## src/rtl/core/bse_pkg.sv

```systemverilog
`default_nettype none

package bse_pkg;

  localparam int WORD_W = 32;

  typedef logic [WORD_W-1:0] word_t;

  typedef struct packed {
    word_t lo;
    word_t hi;
  } pair_t;

endpackage

`default_nettype wire

```

## src/rtl/core/bse_ram.sv

```systemverilog
`default_nettype none

module bse_ram #(
  parameter int WIDTH = 32,
  parameter int DEPTH = 64
) (
  input  wire logic                     clk,
  input  wire logic                     we,
  input  wire logic [$clog2(DEPTH)-1:0] waddr,
  input  wire logic [WIDTH-1:0]         wdata,
  input  wire logic [$clog2(DEPTH)-1:0] raddr,
  output logic      [WIDTH-1:0]         rdata
);

  logic [WIDTH-1:0] mem [DEPTH];

  always_ff @(posedge clk) begin
    if (we) begin
      mem[waddr] <= wdata;
    end
    rdata <= mem[raddr];
  end

endmodule

`default_nettype wire

```

## src/rtl/core/bse_cmp_swap.sv

```systemverilog
`default_nettype none

module bse_cmp_swap (
  input  wire logic          [bse_pkg::WORD_W-1:0] a,
  input  wire logic          [bse_pkg::WORD_W-1:0] b,
  output bse_pkg::pair_t                            pair
);

  logic gt;

  // equal values keep their order
  assign gt      = $signed(a) > $signed(b);
  assign pair.lo = gt ? b : a;
  assign pair.hi = gt ? a : b;

endmodule

`default_nettype wire

```

## src/rtl/core/bubble_sort_engine.sv

```systemverilog
// sorting: bubble passes over the store run after the final input beat, before the first output beat;
//   each output beat waits for its word to be read from the store
// throughput: one value per cycle while loading, then one set at a time;
//   the single compare-swap unit and one memory read port set the sort time
// reset: element count clears, the block starts empty and ready to load
`default_nettype none

module bubble_sort_engine #(
  parameter int DEPTH = 64
) (
  input  wire logic        clk,
  input  wire logic        rst,
  input  wire logic [31:0] value,
  input  wire logic        last_in,
  input  wire logic        in_valid,
  output logic             in_stall,
  output logic      [31:0] sorted_value,
  output logic             last_out,
  output logic             out_valid,
  input  wire logic        out_stall
);

  localparam int AW = $clog2(DEPTH);
  localparam int CW = $clog2(DEPTH + 1);

  typedef enum logic [4:0] {
    S_LOAD  = 5'b00001,
    S_FIRST = 5'b00010,
    S_CMP   = 5'b00100,
    S_TAIL  = 5'b01000,
    S_OUT   = 5'b10000
  } state_t;

  state_t              state;
  logic                showing;
  logic [CW-1:0]       count;
  logic [AW-1:0]       k;
  logic [AW-1:0]       end_idx;
  bse_pkg::word_t      carry;

  logic                we;
  logic [AW-1:0]       waddr;
  bse_pkg::word_t      wdata;
  logic [AW-1:0]       raddr;
  bse_pkg::word_t      rdata;
  bse_pkg::pair_t      pair;

  logic [CW-1:0]       count_inc;
  logic [CW-1:0]       count_dec;
  logic [AW-1:0]       last_idx;
  logic                in_beat;
  logic                out_beat;
  logic                set_end;

  assign count_inc = count + CW'(1);
  assign count_dec = count - CW'(1);
  assign last_idx  = count_dec[AW-1:0];
  assign in_beat   = in_valid && !in_stall;
  assign out_beat  = out_valid && !out_stall;
  assign set_end   = last_in || (count_inc == CW'(DEPTH));

  assign in_stall     = (state != S_LOAD);
  assign out_valid    = (state == S_OUT) && showing;
  assign sorted_value = rdata;
  assign last_out     = (k == last_idx);

  bse_ram #(
    .WIDTH(bse_pkg::WORD_W),
    .DEPTH(DEPTH)
  ) u_store (
    .clk  (clk),
    .we   (we),
    .waddr(waddr),
    .wdata(wdata),
    .raddr(raddr),
    .rdata(rdata)
  );

  bse_cmp_swap u_cmp (
    .a   (carry),
    .b   (rdata),
    .pair(pair)
  );

  always_comb begin
    we    = 1'b0;
    waddr = k;
    wdata = pair.lo;
    raddr = '0;
    unique case (state)
      S_LOAD: begin
        we    = in_beat;
        waddr = count[AW-1:0];
        wdata = value;
      end
      S_FIRST: begin
        raddr = k + AW'(1);
      end
      S_CMP: begin
        we    = 1'b1;
        raddr = k + AW'(2);
      end
      S_TAIL: begin
        we    = 1'b1;
        waddr = end_idx;
        wdata = carry;
      end
      S_OUT: begin
        raddr = k;
      end
      default: begin
        raddr = '0;
      end
    endcase
  end

  always_ff @(posedge clk) begin
    if (rst) begin
      state   <= S_LOAD;
      count   <= '0;
      showing <= 1'b0;
      k       <= '0;
    end else begin
      unique case (state)
        S_LOAD: begin
          k       <= '0;
          showing <= 1'b0;
          if (in_beat) begin
            count   <= count_inc;
            end_idx <= count[AW-1:0];
            if (set_end) begin
              state <= (count == '0) ? S_OUT : S_FIRST;
            end
          end
        end
        S_FIRST: begin
          carry <= rdata;
          state <= S_CMP;
        end
        S_CMP: begin
          carry <= pair.hi;
          if (k + AW'(1) == end_idx) begin
            state <= S_TAIL;
          end else begin
            k <= k + AW'(1);
          end
        end
        S_TAIL: begin
          k <= '0;
          if (end_idx == AW'(1)) begin
            state <= S_OUT;
          end else begin
            end_idx <= end_idx - AW'(1);
            state   <= S_FIRST;
          end
        end
        S_OUT: begin
          // read data is valid in the cycle after the address settles
          if (!showing) begin
            showing <= 1'b1;
          end else if (out_beat) begin
            showing <= 1'b0;
            if (last_out) begin
              count <= '0;
              k     <= '0;
              state <= S_LOAD;
            end else begin
              k <= k + AW'(1);
            end
          end
        end
        default: begin
          state <= S_LOAD;
        end
      endcase
    end
  end

  a_load_room: assert property (@(posedge clk) disable iff (rst)
    !in_stall |-> count < CW'(DEPTH))
    else $error("ready with a full store");

  a_end_starts: assert property (@(posedge clk) disable iff (rst)
    (in_beat && last_in) |=> (state == S_FIRST || state == S_OUT))
    else $error("final beat did not start the sort");

  a_pass_bound: assert property (@(posedge clk) disable iff (rst)
    state == S_CMP |-> k < end_idx)
    else $error("compare index past pass end");

  a_set_done: assert property (@(posedge clk) disable iff (rst)
    (out_beat && last_out) |=> (count == '0 && !in_stall))
    else $error("store not emptied after last beat");

endmodule

`default_nettype wire
```

## config.mk

```make
export PLATFORM = sky130hd
export DESIGN_NAME = bubble_sort_engine
export DESIGN_NICKNAME = d
export VERILOG_FILES = /design/src/rtl/core/bse_pkg.sv /design/src/rtl/core/bse_ram.sv /design/src/rtl/core/bse_cmp_swap.sv /design/src/rtl/core/bubble_sort_engine.sv
export SDC_FILE = /design/constraint.sdc
export NUM_CORES = 2
export LEC_CHECK = 0
export BUFFER_PORTS_ARGS = -buffer_cell sky130_fd_sc_hd__buf_2
export CORE_ASPECT_RATIO = 1.25
export CORE_MARGIN = 3
export CORE_UTILIZATION = 56
export CTS_BUF_LIST = sky130_fd_sc_hd__clkbuf_4
export DETAILED_ROUTE_END_ITERATION = 16
export PLACE_DENSITY = 0.72
export SKIP_LAST_GASP = 1
export SLEW_MARGIN = 20
export SYNTH_ARGS = -nofsm -noshare
export SYNTH_HDL_FRONTEND = slang
export SYNTH_SLANG_ARGS = --single-unit
```

## constraint.sdc

```tcl
create_clock -name clk -period 9.4 [get_ports clk]
set_clock_uncertainty 0.15 [all_clocks]
set_input_delay 1.41 -clock clk [delete_from_list [all_inputs] [get_ports clk]]
set_output_delay 1.41 -clock clk [all_outputs]
set_load 0.01 [all_outputs]
```

; ---- Yosys cells after proc, flatten, opt, wreduce, memory -nomap -nowiden
; Memories as Yosys holds them, arrays and structs flattened. A register that Yosys moved wholly into a read port is not among the register bits.
; Cells that the tools add are included.
[totals]
n_memories = 1
ram_bits = 2048
out_inout_bits = 35
register_bits = 57
elab_cells = 85
[classes]
magnitude_cmp = 1
n_reduce_logical = 18
bitwise = 1
addsub = 5
n_mux = 34
eq_ne = 19
[mem_list]
columns = name, depth, word_bits, rd, rd_ports_with_merged_regs, write_ports, line_no
row1 = u_store.mem, 64, 32, 1, 1, 1, bse_ram.sv:15  ; logic [WIDTH-1:0] mem [DEPTH];
[op_table]
columns = op, n
row1 = $pmux 32 s2, 2
row2 = $mux 32, 2
row3 = $mux 5, 8
row4 = $mux 6, 6
row5 = $pmux 6 s3, 2
row6 = $gt 32x32->1, 1
row7 = $mux 7, 4
row8 = $pmux 5 s5, 1
row9 = $pmux 6 s2, 2
row10 = $ne 2x2->1 const B, 9
row11 = $pmux 7 s2, 1
row12 = $eq 6x6->1, 2
row13 = $sub 6x1->6 const B, 2
row14 = $reduce_and 4->1, 2
row15 = $add 7x1->7 const B, 1
row16 = $eq 7x7->1 const B, 1
row17 = $logic_not 7->1, 1
row18 = $add 6x1->6 const B, 1
row19 = $add 6x2->6 const B, 1
row20 = $eq 6x1->1 const B, 1
row21 = $reduce_and 6->1, 1
row22 = $reduce_bool 2->1, 3
row23 = $eq 5x1->1 const B, 1
row24 = $eq 5x2->1 const B, 1
row25 = 14 further kinds, 22

; ---- Longest topological paths before layout
[depth]
ltp_word = 6
ltp_mapped = 13
depth_no_buf = 10

; ---- Hierarchy
; Synthesis repeated with hierarchy kept, for this count alone.
[hier_totals]
cells_unflattened = 4008
area_unflattened_um2 = 84075.6
[modules_own_cells]
columns = mod, cells_per_inst, area_each_um2, n_inst, seq_area_each_um2
row1 = bse_ram, 3324, 78515.3, 1, 62139.6
row2 = bubble_sort_engine, 502, 3936.3, 1, 1521.5
row3 = bse_cmp_swap, 182, 1624.1, 1, 0.0

; ---- Least setup slack after synthesis
; Ideal clock, no wire load.
[synth_timing]
path_kind = register to register
start = reg u_store.rdata[31] (read register of u_store.mem)
end = reg carry[0], enable pin
t_arrival_ps = 7177
stages_incl_launch_ff = 10
n_path_buf = 0
setup_slack_ps = 1478
synth_period_minus_slack_ps = 7922
cell_sequence = dfxtp_1 > inv_1 > ha_1 > nand4_1 > nor4_1 > nand2_1 > or2_1 > o32ai_1 > o21ai_0 > a2111oi_0
[synth_via]
elab_chain_cells = 3
[synth_rtl]
columns = item, line_no
row1 = from (decl), bse_ram.sv:12  ; output logic [WIDTH-1:0] rdata
row2 = $gt 32x32->1, bse_cmp_swap.sv:12  ; assign gt = $signed(a) > $signed(b);
row3 = $ne 2x2->1 (no line), --
row4 = $reduce_and 3->1 (no line), --
row5 = to (signal assigned), bubble_sort_engine.sv:137  ; carry <= rdata;
row6 = to (signal assigned), bubble_sort_engine.sv:141  ; carry <= pair.hi;
row7 = to (decl), bubble_sort_engine.sv:39  ; bse_pkg::word_t carry;
; No other way between the ends.
; A chain may end at the register's enable or synchronous reset.

; ---- Worst setup path after layout
[layout_timing]
start = reg u_store.rdata[31] (read register of u_store.mem)
end = mem u_store.mem[26][19], data pin
[layout_via]
elab_chain_cells = 3
[layout_rtl]
columns = item, line_no
row1 = $gt 32x32->1, bse_cmp_swap.sv:12
row2 = $mux 32, bse_cmp_swap.sv:13  ; assign pair.lo = gt ? b : a;
row3 = $pmux 32 s2, bubble_sort_engine.sv:90  ; unique case (state)
row4 = named net u_store.wdata[19], bse_ram.sv:10  ; input wire logic [WIDTH-1:0] wdata,
row5 = to (decl), bse_ram.sv:15
; The timed path passes the listed nets, and every way through them passes these cells.

==> reports/results.tsv <==
metric	value	unit
Worst setup SP type	flop	
non-filler cells, final	9251	
Worst Setup End Kind	flop	
f_max	0.182	GHz
worst r2r path cells	12	
worst path arrival time	6430	ps
LEAKAGE	32.5	nW
cell class contributing the biggest share of worst-path delay	simple AND/OR/NAND/NOR gates	
reg2reg end	u_store.mem[26][19]	
gr usage total	29.5	%
YS warnings	0	
clock period minus worst slack	5490	ps
synthesis-to-finish area growth	10.9	%
Synth Cell Area	85200	µm²
peak supply drop	0.297	mV
Clk pin slew, worst setup/hold paths	80	ps
status	finished clean	
Hold Crit Start	rst	
syn_area_per_cell	12.9	µm²
slowest cell delay on critical path	750	ps
clk_lat worst skew	1400	ps
Setup Buffers After CTS	0	
RePlAce Congestion	0.964	
drt first pass iters	6	
Port Buf Inserts	71	
max-cap violation count	0	
number of flops mapped to enable cells by yosys	2086	
Synthesized Nets	6660	
hold_buf cts	0	
worst-path cell chain	inv_1 -> ha_1 -> nand4_1 -> nor4_1 -> nand2_1 -> or2_1 -> o32ai_1 -> a21oi_1 -> nand2_1 -> buf_4 -> a221o_2 -> buf_4	
R2R Setup Slk	3910	ps
setup tns final	0	ps
chip width	355	µm
gr ovfl total	0	
asr flop ratio synth	0	%
Slew @ Worst Pin	1270	ps
Total Wirelength	235000	µm
routed vias/inst	6.21	
Slew HR	14.7	%
CP Buf/Inv Count	3	
hold endpoint	k[1]	
# clock sinks	2137	
Power Dens Cells	266	nW/µm²
RSZ-0062 raised after global routing	no	
num ports	72	
synth unique cells	58	
TritonCTS Buffers	486	
final hold vios	0	
# setup viols final	0	
share of cells above drive strength 1	15.2	%
die footprint	157000	µm²
Slowest-stage cell, CP	a221o_2	
Pwr Total	0.0251	W
via count	57400	
initial core utilization	56.5	%
core area	151000	µm²
Root Buffer	clkbuf_4	
Worst Path Required	10330	ps
Hold Path Stages	2	
hpwl dp	126000	µm
flops & latches, synth	2137	
Final period util	58.4	%
Vert. Die Dim	442	µm
met1 Track Usage GR	38.4	%
Rows	159	
largest net degree at the start of global routing	220	
initial drt markers	8468	
Main synth FF type	edfxtp_1	
grt peak-use layer	met2	
Hold WC Path Type	in -> reg	
max-slew violation count	0	
crit-path max FO	33	
met3 Usage GRT	8.02	%
global-route wire length before repair	345000	µm
critical path type	reg -> reg	
clock tree buffer depth	4	
Mapped Cells	6584	
worst reg2reg startpoint	u_store.rdata[31]	
sequential fraction of the synthesis area	74.7	%
DRC viols	0	
antenna-violating nets left	0	
CTS tree	done	
antenna violations before repair	11	
Inst Count DP	8347	
H-tree depth	5	
vias in the first global route	55000	
# resized after CTS	0	
met2 usage in global routing	45.5	%
drt wl/cell	25.4	µm
Final nets	6909	
[routing by layer]
metal | vias up | share of wire [%]
met4 | 2 | 5.2
met2 | 3774 | 47
li1 | 25100 | -
met3 | 534 | 12
met5 | - | 0.0055
met1 | 28000 | 36
[through the flow]
stage	hold slack, ps	util (%)	cell area, µm²	setup slack (ps)
floorplan	320	-	85200	1480
global placement	313	58.1	87700	4520
detailed placement	320	58.3	87900	4290
CTS	196	62.4	94100	3960
global route	254	62.6	94500	3770
finish	300	62.7	94500	3910
[power breakdown]
group	internal [W]	switching (W)	leakage [nW]	total (W)
logic	0.000822	0.00384	9.57	0.00466
clock network	0.00370	0.00347	3.70	0.00717
registers	0.0130	0.000216	19.3	0.0133
[sequential cells by signal (all words and copies together) (netlist names)]
name / flops
count: 7
k: 6
state: 5
showing: 1
u_store.rdata: 32
carry: 32
end_idx: 6
u_store.mem: 2048
[cells in the final DEF (no fill, tap or decap), types with 11 or more instances in the layout]
master,count
a21o_1,13
a21oi_1,154
a221o_2,23
a31oi_1,133
a32oi_1,257
and2_1,33
buf_12,22
buf_16,11
buf_2,71
buf_4,101
clkbuf_4,754
clkinv_1,90
dfxtp_1,51
diode_2,32
edfxtp_1,2086
ha_1,39
inv_1,40
nand2_1,1962
nand3_1,1037
nor2_1,43
nor2_4,68
nor3_1,11
o21ai_0,18
or4_1,32
xor2_1,16
[worst reg2reg max path, stage by stage (launching register included)]
cell and delay [ps]:
dfxtp_1 400, inv_1 70, ha_1 530, nand4_1 300, nor4_1 500, nand2_1 150
or2_1 400, o32ai_1 590, a21oi_1 180, nand2_1 220, buf_4 450, a221o_2 800
buf_4 460
[synth_stat cells, types with 3 or more instances]
master | count | area (µm²)
buf_6 | 17 | 191
xor2_1 | 16 | 140
inv_1 | 40 | 150
nand2_1 | 1965 | 7380
and3_1 | 11 | 68.8
or3_1 | 3 | 18.8
clkbuf_1 | 184 | 691
a32oi_1 | 257 | 2250
a21oi_1 | 154 | 771
nor2_1 | 111 | 417
a211oi_1 | 5 | 37.5
nor2b_1 | 10 | 62.6
nand4_1 | 9 | 56.3
xnor2_1 | 8 | 70.1
nor3b_1 | 3 | 22.5
buf_4 | 10 | 75.1
nand2b_1 | 7 | 43.8
a221oi_1 | 5 | 43.8
edfxtp_1 | 2086 | 62600
buf_2 | 206 | 1030
or4_1 | 32 | 240
a31oi_1 | 134 | 838
ha_1 | 39 | 488
and2_1 | 33 | 206
nor4_1 | 3 | 18.8
a221o_1 | 38 | 380
o21ai_0 | 19 | 95.1
nor3_1 | 11 | 55.1
o21a_1 | 5 | 37.5
buf_1 | 27 | 101
dfxtp_1 | 51 | 1020
a21o_1 | 13 | 97.6
nand3_1 | 1037 | 5190
[worst max path at each step]
stage | endpoint | depth (start not counted) | startpoint | slack, ps
final | u_store.mem[26][19] | 12 | u_store.rdata[31] | 3910
after global routing | u_store.mem[26][19] | 12 | u_store.rdata[31] | 3770
after CTS | last_out | 6 | count[0] | 3960
after detailed placement | u_store.mem[40][16] | 11 | u_store.rdata[31] | 4290
after global placement | u_store.mem[40][16] | 11 | u_store.rdata[31] | 4520
after floorplan | carry[0] | 9 | u_store.rdata[31] | 1480
[logic make-up (layout without fill, tap and decap cells)]
| kind of cell | count (synthesis) | in the layout | synth area share, % |
|---|---|---|---|
| adders and majority gates | 39 | 39 | 0.573 |
| other | 0 | 32 | 0 |
| AOI/OAI and AO/OA | 654 | 654 | 5.59 |
| muxes | 2 | 2 | 0.0235 |
| and+or+nand+nor | 3244 | 3244 | 16.2 |
| xor gates and xnor gates | 24 | 24 | 0.247 |
| buffers and inverters | 484 | 1107 | 2.63 |
| DFF | 2137 | 2137 | 74.7 |
[cell type report]
cell class              instances  area (µm²)
inverters                      40         150
flip-flops and latches       2137       63700
fillers                     11200       56300
multi-input cells            3963       20000
well taps                    2012        2520
clock buffers                 754        5660
repair buffers                205        1860
clock inverters               108         509
diodes                         32        80.1
Power figures use the tool's default switching activity.
